`src/hw/rtl/tcprs_pkg.sv`:
```
// ----------------------------------------------------------------------------
// tcprs_pkg
// Shared types and codes for the two-class priority runway scheduler.
// ----------------------------------------------------------------------------
package tcprs_pkg;

  // grant codes reported per server
  localparam logic [1:0] GRANT_NONE = 2'd0;
  localparam logic [1:0] GRANT_HIGH = 2'd1;
  localparam logic [1:0] GRANT_LOW  = 2'd2;

  // service time after reset
  localparam logic [7:0] SVC_RESET = 8'd15;

  // saturation limits
  localparam logic [15:0] DONE_MAX = 16'hFFFF;
  localparam logic [31:0] SUM_MAX  = 32'hFFFF_FFFF;

  // one queued request
  typedef struct packed {
    logic [15:0] plane;
    logic [15:0] stamp;
  } entry_t;

  // per-tick queue control
  typedef struct packed {
    logic       push;
    logic [1:0] pop;
  } queue_ctl_t;

  // one result transaction
  typedef struct packed {
    logic [1:0]  server0_grant;
    logic [15:0] server0_plane;
    logic [15:0] server0_wait;
    logic [1:0]  server1_grant;
    logic [15:0] server1_plane;
    logic [15:0] server1_wait;
    logic [5:0]  high_waiting;
    logic [5:0]  low_waiting;
    logic [15:0] high_done;
    logic [15:0] low_done;
    logic [31:0] high_wait_sum;
    logic [31:0] low_wait_sum;
  } result_t;

endpackage

```
`src/hw/rtl/tcprs_ram.sv`:
```
// ----------------------------------------------------------------------------
// tcprs_ram
// Generic RAM, one write port, two registered read ports, write-first.
// ----------------------------------------------------------------------------
module tcprs_ram #(
  parameter int WIDTH = 32,
  parameter int DEPTH = 32
) (
  input  logic                     clk,
  input  logic                     we,
  input  logic [$clog2(DEPTH)-1:0] waddr,
  input  logic [WIDTH-1:0]         wdata,
  input  logic [$clog2(DEPTH)-1:0] raddr_a,
  input  logic [$clog2(DEPTH)-1:0] raddr_b,
  output logic [WIDTH-1:0]         rdata_a,
  output logic [WIDTH-1:0]         rdata_b
);

  logic [WIDTH-1:0] mem [DEPTH];

  // storage write
  always_ff @(posedge clk) begin
    if (we) begin
      mem[waddr] <= wdata;
    end
  end

  // registered reads, new data passed through on address match
  always_ff @(posedge clk) begin
    rdata_a <= (we && waddr == raddr_a) ? wdata : mem[raddr_a];
    rdata_b <= (we && waddr == raddr_b) ? wdata : mem[raddr_b];
  end

endmodule

```
`src/hw/rtl/tcprs_queue.sv`:
```
// ----------------------------------------------------------------------------
// tcprs_queue
// Request FIFO with up to one push and two pops per tick; the two head
// entries are prefetched from RAM so they are ready at the start of a tick.
// ----------------------------------------------------------------------------
module tcprs_queue #(
  parameter int DEPTH = 32
) (
  input  logic                       clk,
  input  logic                       rst,
  input  tcprs_pkg::queue_ctl_t      ctl,
  input  tcprs_pkg::entry_t          push_data,
  output logic [$clog2(DEPTH+1)-1:0] count,
  output tcprs_pkg::entry_t          head0,
  output tcprs_pkg::entry_t          head1
);

  localparam int AW = $clog2(DEPTH);
  localparam int CW = $clog2(DEPTH + 1);

  logic [AW-1:0] head;
  logic [AW-1:0] tail;
  logic [AW-1:0] head_next;
  logic [AW-1:0] tail_next;
  logic [CW-1:0] count_next;

  function automatic logic [AW-1:0] wrap_inc(input logic [AW-1:0] p);
    return (p == AW'(DEPTH - 1)) ? '0 : p + AW'(1);
  endfunction

  // pointer and fill level update
  always_comb begin
    tail_next  = ctl.push ? wrap_inc(tail) : tail;
    count_next = count + CW'(ctl.push) - CW'(ctl.pop);
    case (ctl.pop)
      2'd1:    head_next = wrap_inc(head);
      2'd2:    head_next = wrap_inc(wrap_inc(head));
      default: head_next = head;
    endcase
  end

  always_ff @(posedge clk) begin
    if (rst) begin
      head  <= '0;
      tail  <= '0;
      count <= '0;
    end else begin
      head  <= head_next;
      tail  <= tail_next;
      count <= count_next;
    end
  end

  // entry storage, read at the next head and the one after it
  tcprs_ram #(
    .WIDTH ($bits(tcprs_pkg::entry_t)),
    .DEPTH (DEPTH)
  ) u_ram (
    .clk     (clk),
    .we      (ctl.push),
    .waddr   (tail),
    .wdata   (push_data),
    .raddr_a (head_next),
    .raddr_b (wrap_inc(head_next)),
    .rdata_a (head0),
    .rdata_b (head1)
  );

`ifndef ASSERT_OFF
  a_count_bound: assert property (@(posedge clk) disable iff (rst)
    count <= CW'(DEPTH))
    else $error("queue fill level above depth");

  a_pop_bound: assert property (@(posedge clk) disable iff (rst)
    ({1'b0, count} + (CW+1)'(ctl.push)) >= (CW+1)'(ctl.pop))
    else $error("queue popped more entries than it holds");

  a_push_room: assert property (@(posedge clk) disable iff (rst)
    ctl.push |-> count != CW'(DEPTH))
    else $error("queue pushed while full");
`endif

endmodule

```
`src/hw/rtl/tcprs_outbuf.sv`:
```
// ----------------------------------------------------------------------------
// tcprs_outbuf
// Two-entry result buffer: output register plus skid register.
// ----------------------------------------------------------------------------
module tcprs_outbuf (
  input  logic               clk,
  input  logic               rst,
  input  logic               push,
  input  tcprs_pkg::result_t push_data,
  output logic               can_push,
  output logic               out_valid,
  input  logic               out_ready,
  output tcprs_pkg::result_t out_data
);

  tcprs_pkg::result_t skid;
  logic               skid_valid;
  logic               pop;

  assign pop      = out_valid && out_ready;
  assign can_push = !skid_valid;

  // valid flags
  always_ff @(posedge clk) begin
    if (rst) begin
      out_valid  <= 1'b0;
      skid_valid <= 1'b0;
    end else if (pop) begin
      out_valid  <= skid_valid || push;
      skid_valid <= 1'b0;
    end else if (push) begin
      out_valid  <= 1'b1;
      skid_valid <= out_valid;
    end
  end

  // payload moves
  always_ff @(posedge clk) begin
    if (pop) begin
      out_data <= skid_valid ? skid : push_data;
    end else if (push && !out_valid) begin
      out_data <= push_data;
    end
    if (push && out_valid && !pop) begin
      skid <= push_data;
    end
  end

`ifndef ASSERT_OFF
  a_skid_order: assert property (@(posedge clk) disable iff (rst)
    skid_valid |-> out_valid)
    else $error("skid entry held with empty output register");
`endif

endmodule

```
`src/hw/rtl/two_class_priority_runway_scheduler.sv`:
```
// ----------------------------------------------------------------------------
// two_class_priority_runway_scheduler
// Strict-priority two-queue scheduler: each transaction is one tick that may
// queue a landing or takeoff request, then free servers take requests,
// landings first.
//
//   channel  signals                          direction  payload
//   in       in_valid / in_ready              input      has_request, is_high_class
//   out      out_valid / out_ready            output     grants, fill levels, stats
//   cfg      cfg_we / cfg_wdata               input      service_time
//
// One tick per clock cycle while in_ready is high; the result is registered
// in the output buffer. Each accepted transaction updates the state of the
// queues, servers and counters.
// Reset empties both queues, frees all servers, zeroes tick, counters and
// sums, sets the next plane id to 1 and service_time to 15.
// A stalled output keeps up to two results; in_ready drops when both are held.
// ----------------------------------------------------------------------------
module two_class_priority_runway_scheduler #(
  parameter int QUEUE_DEPTH = 32,
  parameter int SERVERS     = 2
) (
  input  logic        clk,
  input  logic        rst,
  input  logic        cfg_we,
  input  logic [7:0]  cfg_wdata,
  input  logic        in_valid,
  output logic        in_ready,
  input  logic        has_request,
  input  logic        is_high_class,
  output logic        out_valid,
  input  logic        out_ready,
  output logic [1:0]  server0_grant,
  output logic [15:0] server0_plane,
  output logic [15:0] server0_wait,
  output logic [1:0]  server1_grant,
  output logic [15:0] server1_plane,
  output logic [15:0] server1_wait,
  output logic [5:0]  high_waiting,
  output logic [5:0]  low_waiting,
  output logic [15:0] high_done,
  output logic [15:0] low_done,
  output logic [31:0] high_wait_sum,
  output logic [31:0] low_wait_sum
);

  localparam int CW = $clog2(QUEUE_DEPTH + 1);

  // state
  logic [7:0]  service_time;
  logic [7:0]  busy [SERVERS];
  logic [15:0] tick_now;
  logic [15:0] next_plane_id;
  logic [15:0] done_h;
  logic [15:0] done_l;
  logic [31:0] sum_h;
  logic [31:0] sum_l;

  // queue side
  tcprs_pkg::queue_ctl_t h_ctl;
  tcprs_pkg::queue_ctl_t l_ctl;
  tcprs_pkg::entry_t     new_entry;
  tcprs_pkg::entry_t     h_head0;
  tcprs_pkg::entry_t     h_head1;
  tcprs_pkg::entry_t     l_head0;
  tcprs_pkg::entry_t     l_head1;
  logic [CW-1:0]         h_cnt;
  logic [CW-1:0]         l_cnt;

  // tick logic
  logic                accept;
  logic                h_push;
  logic                l_push;
  logic [CW:0]         h_avail;
  logic [CW:0]         l_avail;
  tcprs_pkg::entry_t   h_el0;
  tcprs_pkg::entry_t   h_el1;
  tcprs_pkg::entry_t   l_el0;
  tcprs_pkg::entry_t   l_el1;
  logic [1:0]          srv_free;
  logic                g0_h;
  logic                g0_l;
  logic                g1_h;
  logic                g1_l;
  tcprs_pkg::entry_t   e0;
  tcprs_pkg::entry_t   e1;
  logic [15:0]         w0;
  logic [15:0]         w1;
  logic [CW-1:0]       h_cnt_after;
  logic [CW-1:0]       l_cnt_after;
  logic [16:0]         done_h_sum;
  logic [16:0]         done_l_sum;
  logic [33:0]         sum_h_total;
  logic [33:0]         sum_l_total;
  logic [15:0]         done_h_next;
  logic [15:0]         done_l_next;
  logic [31:0]         sum_h_next;
  logic [31:0]         sum_l_next;
  logic [15:0]         plane_inc;
  logic [7:0]          busy_load;
  tcprs_pkg::result_t  res;
  tcprs_pkg::result_t  out_res;

  assign accept = in_valid && in_ready;

  // server free flags, absent servers never free
  for (genvar s = 0; s < 2; s++) begin : g_free
    if (s < SERVERS) begin : g_on
      assign srv_free[s] = (busy[s] == 8'd0);
    end else begin : g_off
      assign srv_free[s] = 1'b0;
    end
  end

  // request push and candidate entries, the new request can be granted at once
  always_comb begin
    new_entry.plane = next_plane_id;
    new_entry.stamp = tick_now;
    h_push  = accept && has_request && is_high_class && (h_cnt != CW'(QUEUE_DEPTH));
    l_push  = accept && has_request && !is_high_class && (l_cnt != CW'(QUEUE_DEPTH));
    h_avail = {1'b0, h_cnt} + (CW+1)'(h_push);
    l_avail = {1'b0, l_cnt} + (CW+1)'(l_push);
    h_el0   = (h_cnt != '0) ? h_head0 : new_entry;
    h_el1   = (h_cnt > CW'(1)) ? h_head1 : new_entry;
    l_el0   = (l_cnt != '0) ? l_head0 : new_entry;
    l_el1   = (l_cnt > CW'(1)) ? l_head1 : new_entry;
  end

  // server grants in order, landings first
  always_comb begin
    g0_h = accept && srv_free[0] && (h_avail != '0);
    g0_l = accept && srv_free[0] && !g0_h && (l_avail != '0);
    g1_h = accept && srv_free[1] &&
           (g0_h ? (h_avail > (CW+1)'(1)) : (h_avail != '0));
    g1_l = accept && srv_free[1] && !g1_h &&
           (g0_l ? (l_avail > (CW+1)'(1)) : (l_avail != '0));
    e0   = g0_h ? h_el0 : l_el0;
    if (g1_h) begin
      e1 = g0_h ? h_el1 : h_el0;
    end else begin
      e1 = g0_l ? l_el1 : l_el0;
    end
    w0 = tick_now - e0.stamp;
    w1 = tick_now - e1.stamp;
  end

  // queue control
  always_comb begin
    h_ctl.push = h_push;
    h_ctl.pop  = 2'(g0_h) + 2'(g1_h);
    l_ctl.push = l_push;
    l_ctl.pop  = 2'(g0_l) + 2'(g1_l);
    h_cnt_after = h_cnt + CW'(h_ctl.push) - CW'(h_ctl.pop);
    l_cnt_after = l_cnt + CW'(l_ctl.push) - CW'(l_ctl.pop);
  end

  // saturating statistics
  always_comb begin
    done_h_sum  = {1'b0, done_h} + 17'(g0_h) + 17'(g1_h);
    done_l_sum  = {1'b0, done_l} + 17'(g0_l) + 17'(g1_l);
    sum_h_total = {2'b00, sum_h} + 34'(g0_h ? w0 : 16'd0) + 34'(g1_h ? w1 : 16'd0);
    sum_l_total = {2'b00, sum_l} + 34'(g0_l ? w0 : 16'd0) + 34'(g1_l ? w1 : 16'd0);
    done_h_next = done_h_sum[16] ? tcprs_pkg::DONE_MAX : done_h_sum[15:0];
    done_l_next = done_l_sum[16] ? tcprs_pkg::DONE_MAX : done_l_sum[15:0];
    sum_h_next  = (sum_h_total[33:32] != 2'b00) ? tcprs_pkg::SUM_MAX : sum_h_total[31:0];
    sum_l_next  = (sum_l_total[33:32] != 2'b00) ? tcprs_pkg::SUM_MAX : sum_l_total[31:0];
    plane_inc   = next_plane_id + 16'd1;
    busy_load   = (service_time == 8'd0) ? 8'd0 : service_time - 8'd1;
  end

  // result assembly
  always_comb begin
    res = '0;
    if (g0_h || g0_l) begin
      res.server0_grant = g0_h ? tcprs_pkg::GRANT_HIGH : tcprs_pkg::GRANT_LOW;
      res.server0_plane = e0.plane;
      res.server0_wait  = w0;
    end
    if (g1_h || g1_l) begin
      res.server1_grant = g1_h ? tcprs_pkg::GRANT_HIGH : tcprs_pkg::GRANT_LOW;
      res.server1_plane = e1.plane;
      res.server1_wait  = w1;
    end
    res.high_waiting  = 6'(h_cnt_after);
    res.low_waiting   = 6'(l_cnt_after);
    res.high_done     = done_h_next;
    res.low_done      = done_l_next;
    res.high_wait_sum = sum_h_next;
    res.low_wait_sum  = sum_l_next;
  end

  // configuration register
  always_ff @(posedge clk) begin
    if (rst) begin
      service_time <= tcprs_pkg::SVC_RESET;
    end else if (cfg_we) begin
      service_time <= cfg_wdata;
    end
  end

  // tick, plane id and statistics
  always_ff @(posedge clk) begin
    if (rst) begin
      tick_now      <= '0;
      next_plane_id <= 16'd1;
      done_h        <= '0;
      done_l        <= '0;
      sum_h         <= '0;
      sum_l         <= '0;
    end else if (accept) begin
      tick_now <= tick_now + 16'd1;
      if (has_request) begin
        next_plane_id <= (plane_inc == 16'd0) ? 16'd1 : plane_inc;
      end
      done_h <= done_h_next;
      done_l <= done_l_next;
      sum_h  <= sum_h_next;
      sum_l  <= sum_l_next;
    end
  end

  // server busy counters
  for (genvar s = 0; s < SERVERS; s++) begin : g_busy
    logic granted;
    if (s == 0) begin : g_s0
      assign granted = g0_h || g0_l;
    end else begin : g_s1
      assign granted = g1_h || g1_l;
    end
    always_ff @(posedge clk) begin
      if (rst) begin
        busy[s] <= '0;
      end else if (accept) begin
        if (granted) begin
          busy[s] <= busy_load;
        end else if (busy[s] != 8'd0) begin
          busy[s] <= busy[s] - 8'd1;
        end
      end
    end
  end

  // landing and takeoff queues
  tcprs_queue #(.DEPTH(QUEUE_DEPTH)) u_high_q (
    .clk       (clk),
    .rst       (rst),
    .ctl       (h_ctl),
    .push_data (new_entry),
    .count     (h_cnt),
    .head0     (h_head0),
    .head1     (h_head1)
  );

  tcprs_queue #(.DEPTH(QUEUE_DEPTH)) u_low_q (
    .clk       (clk),
    .rst       (rst),
    .ctl       (l_ctl),
    .push_data (new_entry),
    .count     (l_cnt),
    .head0     (l_head0),
    .head1     (l_head1)
  );

  // result buffer
  tcprs_outbuf u_outbuf (
    .clk       (clk),
    .rst       (rst),
    .push      (accept),
    .push_data (res),
    .can_push  (in_ready),
    .out_valid (out_valid),
    .out_ready (out_ready),
    .out_data  (out_res)
  );

  assign server0_grant = out_res.server0_grant;
  assign server0_plane = out_res.server0_plane;
  assign server0_wait  = out_res.server0_wait;
  assign server1_grant = out_res.server1_grant;
  assign server1_plane = out_res.server1_plane;
  assign server1_wait  = out_res.server1_wait;
  assign high_waiting  = out_res.high_waiting;
  assign low_waiting   = out_res.low_waiting;
  assign high_done     = out_res.high_done;
  assign low_done      = out_res.low_done;
  assign high_wait_sum = out_res.high_wait_sum;
  assign low_wait_sum  = out_res.low_wait_sum;

`ifndef ASSERT_OFF
  a_busy_no_grant: assert property (@(posedge clk) disable iff (rst)
    (accept && busy[0] != 8'd0) |-> !(g0_h || g0_l))
    else $error("busy server 0 received a grant");

  a_grant_plane: assert property (@(posedge clk) disable iff (rst)
    (g0_h || g0_l) |-> e0.plane != 16'd0)
    else $error("grant carries plane id zero");

  a_landing_first: assert property (@(posedge clk) disable iff (rst)
    g0_l |-> h_avail == '0)
    else $error("takeoff granted while a landing waits");
`endif

endmodule

```
`config.mk`:
```
export PLATFORM = sky130hd
export DESIGN_NAME = two_class_priority_runway_scheduler
export DESIGN_NICKNAME = d
export VERILOG_FILES = /design/src/hw/rtl/tcprs_pkg.sv /design/src/hw/rtl/tcprs_ram.sv /design/src/hw/rtl/tcprs_queue.sv /design/src/hw/rtl/tcprs_outbuf.sv /design/src/hw/rtl/two_class_priority_runway_scheduler.sv
export SDC_FILE = /design/constraint.sdc
export NUM_CORES = 2
export LEC_CHECK = 0
export BUFFER_PORTS_ARGS = -buffer_cell sky130_fd_sc_hd__buf_4
export CORE_ASPECT_RATIO = 2
export CORE_MARGIN = 2
export CORE_UTILIZATION = 35
export CTS_CLUSTER_SIZE = 14
export DETAILED_ROUTE_END_ITERATION = 10
export PLACE_DENSITY_LB_ADDON = 0.15
export SYNTH_ARGS = -nofsm -noshare
export SYNTH_HDL_FRONTEND = slang
export SYNTH_HIERARCHICAL = 1
export SYNTH_SLANG_ARGS = --single-unit
```
`constraint.sdc`:
```
create_clock -name clk -period 15.65 [get_ports clk]
set_input_delay 2.3475 -clock clk [delete_from_list [all_inputs] [get_ports clk]]
set_output_delay 2.3475 -clock clk [all_outputs]
set_load 0.02 [all_outputs]
```
==> results.md <==
• **IR drop worst, VDD** 0.000106 V
• **number of synthesized flops with an enable pin** 2416
• **number of top-level design ports** 193
• **pin count of the biggest net entering global routing** 121
• **type of destination of the critical path** register
• **Num CTS Buffers** 241
• **fraction of the mapped netlist area in simple logic gates** 6.52%
• **kind of launch point of the worst setup path** input port
• **fin util** 39.1%
• **Min Hold Slack** 0.464 ns
• **first-pass detailed-route iteration total** 5
• **max-slew violation count** 0
• **cell with the biggest individual delay on the critical path** mux2i_2
• **HP Class** register to register
• **Worst Hold Launch** done_h[0]$_SDFFE_PP0N_
• **CTS Buffer Depth** 4
• **starting DRC count in detailed routing** 5960
• **global-route wire length before repair** 640000 µm
• **area share of xor/xnor cells in the synthesized design** 0.925%
• **core region area** 366000 µm²
• **Setup Total Neg Slack** 0 ns
• **critical path's largest stage delay** 0.82 ns
• **Cell Area, Synth** 129000 µm²
• **post-layout min period** 12.67 ns
• **number of max-capacitance violations reported** 0
• **Net Count, Synth** 9826
• **post-synthesis adder-cell area fraction** 2.00%
• **final period utilization** 80.9%
• **total power of the final layout** 15.9 mW
• **Layout Cell Area excl Fill** 143000 µm²
• **share of synthesized area occupied by flip-flops and latches** 59.4%
• **last weighted congestion value of the routability-driven placer** 0.933
• **clock latency at the later pin of the worst-skew pair** 0.95 ns
• **all-layer global routing usage** 23.9%
• **clock sink count** 2606
• **# Post-CTS Setup Buffers** 0
• **worst min-delay path endpoint** done_h[0]$_SDFFE_PP0N_
• **#FFs+latches synth** 2606
• **Synth Area in Compound Gates** 9.62%
• **PortBufs** 192
• **count of warnings emitted by yosys** 6
• **global-route congestion overflow total** 0
• **required arrival time at the worst endpoint** 16.33 ns
• **register-to-register setup slack** 3.96 ns
• **number of H-tree levels** 4
• **reg2reg path depth** 36
• **power density of the placed cells** 111 nW/µm²
• **number of antenna violations at the first check in global routing** 7
• **Avg Vias per Cell** 5.79
• **post-synthesis to final-layout area growth** 11.1%
• **post-synthesis mux area share** 18.2%
• **routed length per instance** 31.0 µm
• **critical path type** input port to register
• **leakage** 46.4 nW
• **top fanout value on the critical path** 18
• **die area** 372000 µm²
• **dominant combinational cell family by area after synthesis** multiplexers
• **total DRC errors in the routed layout** 0
• **DP Wirelength** 302000 µm
• **tightest slew margin relative to the limit** 19.1%
• **average instance area after synthesis** 13.3 µm²
• **drt total wl** 457000 µm
• **Arrival @ worst endpoint** 13.34 ns
• **end of the worst register-to-register path** u_outbuf/out_data[57]$_DFFE_PP_
• **FF-to-FF Start** u_low_q/count[3]$_SDFF_PP0_
• **hold path depth** 2
• **number of rows in the core area** 314
• **initial cell density of the core** 35.2%
• **outcome** complete, no violations
• **clock root buffer master** clkbuf_16
• **count of different cell masters after synthesis** 96
• **RSZ-0062 raised after global routing** no
• **share of flip-flops with an asynchronous set or reset after synthesis** 0%
• **highest clock rate** 0.0789 GHz
• **transition at the pin with the smallest max-transition slack** 1.21 ns
• **final layout net count** 9860
• **post-synthesis instance total** 9631
• **Fin Clk Skew** 0.0494 ns
• **clock slew at the register clock pins of the worst setup and hold paths** 0.07 ns
• **post-detailed-placement cell area** 135000 µm²
• **share of cells above drive strength 1** 10.7%
• **count of instances resized after the clock tree is built** 0
• **final setup vio count** 0
• **height of the die** 861 µm
• **cts hold-fix bufs** 0
• **Die X-Extent** 433 µm
• **vias in the first global route** 88102
• **via count of the routed design** 85376
• **most frequently used flop master after synthesis** edfxtp_1
• **total count of hold-check failures in the final report** 0
• **number of nets still failing antenna checks after routing** 0
• **TritonCTS clock tree** done
==> synthesized netlist by cell type (43+ instances only) <==
| library cell | count | area (µm²) |
|---|---|---|
| nand2_1 | 583 | 2190 |
| nor3_1 | 178 | 891 |
| nor2_1 | 324 | 1220 |
| o21ai_0 | 110 | 551 |
| xor2_1 | 65 | 569 |
| clkbuf_1 | 293 | 1100 |
| buf_6 | 104 | 1170 |
| inv_1 | 130 | 488 |
| a311oi_1 | 56 | 490 |
| nand3_1 | 440 | 2200 |
| a21oi_1 | 535 | 2680 |
| ha_1 | 138 | 1730 |
| mux2_4 | 43 | 646 |
| dfxtp_1 | 190 | 3800 |
| mux2i_1 | 2106 | 21100 |
| buf_4 | 96 | 721 |
| xnor2_1 | 67 | 587 |
| a22oi_1 | 391 | 2940 |
| edfxtp_1 | 2416 | 72500 |
| buf_2 | 148 | 741 |
| o22ai_1 | 63 | 394 |
| mux2_1 | 100 | 1130 |
| a31oi_1 | 162 | 1010 |
| a22o_1 | 259 | 2270 |
| o221ai_1 | 45 | 394 |
==> per-stage QoR <==
step / setup WS, ns / std cells
3_3_place_gp: 1.94 / 14320
5_1_grt: 2.28 / 14748
6_report: 2.98 / 14752
4_1_cts: 3.03 / 14747
2_1_floorplan: 4.08 / 9631
3_5_place_dp: 2.04 / 14320
==> report_power, final <==
group / total [mW] / internal [mW] / switching [mW]
Combinational: 2.26 / 0.703 / 1.55
Sequential: 7.76 / 7.67 / 0.0849
Clock: 5.87 / 3.20 / 2.68
Total: 15.9 / 11.6 / 4.31
==> cells in the final DEF, fill, tap and decap left out, drive strengths merged, types with 162 or more instances in the layout <==
cell,synthesis,final
a21oi,536,536
a22o,259,259
a22oi,391,391
a31oi,162,162
buf,363,455
clkbuf,301,312
dfxtp,190,190
edfxtp,2416,2416
mux2,185,185
mux2i,2107,2107
nand2,583,583
nand3,441,441
nor2,326,326
nor3,178,178
==> worst max path at each step <==
stage | startpoint | endpoint
2_1_floorplan | in_valid | u_outbuf/skid[0]$_DFFE_PP_
3_3_place_gp | has_request | u_outbuf/out_data[28]$_DFFE_PP_
3_5_place_dp | has_request | u_outbuf/out_data[57]$_DFFE_PP_
4_1_cts | has_request | u_outbuf/out_data[28]$_DFFE_PP_
5_1_grt | has_request | u_outbuf/out_data[28]$_DFFE_PP_
6_report | has_request | u_outbuf/out_data[57]$_DFFE_PP_
==> layout make-up <==
cell class                 instances  area (µm²)
fill                           34431      223000
sequential                      2606       76400
multi-input combinational       6225       48600
clock buffer                     312        6480
tap                             4898        6130
timing repair buffer             455        3690
clock inverter                   115        1040
inverter                         136         515
antenna                            5        12.5
==> state kept, by name, summed over array words and instances (netlist names), 5 cells and up, named ones only <==
signal and flops:
next_plane_id 16, u_high_q/u_ram/mem 1024, done_h 16, u_outbuf/out_data 176, u_low_q/head 5, u_high_q/tail 5
service_time 8, done_l 16, busy 16, u_low_q/u_ram/mem 1024, u_high_q/count 6, sum_l 32
sum_h 32, u_low_q/count 6, u_low_q/tail 5, u_high_q/head 5, u_outbuf/skid 176, tick_now 16
==> per-layer routing <==
metal,share of wire (%),GRT usage (%),vias to the layer above
li1,-,-,37406
met1,34,23.7,43953
met2,54,46.1,2863
met3,4.5,2.72,1150
met4,7.6,15.7,4
met5,0.0074,0,-
==> critical path, delay by kind of cell <==
family / cells / cell delay, ns
XOR/XNOR: 2 / 0.55
adder cells (fa/ha/maj): 5 / 1.79
multiplexers: 3 / 1.59
AO/OA/AOI/OAI: 11 / 4.04
buffers and inverters: 4 / 0.86
AND/OR/NAND/NOR: 9 / 2.08
==> cell families after synthesis <==
logic type | after synthesis
compound gates | 1817
buf+inv | 800
simple gates | 1802
flops | 2606
mux | 2292
xor+xnor | 134
fa+ha+maj | 180
No activity file was read; power rests on OpenSTA's default activity.
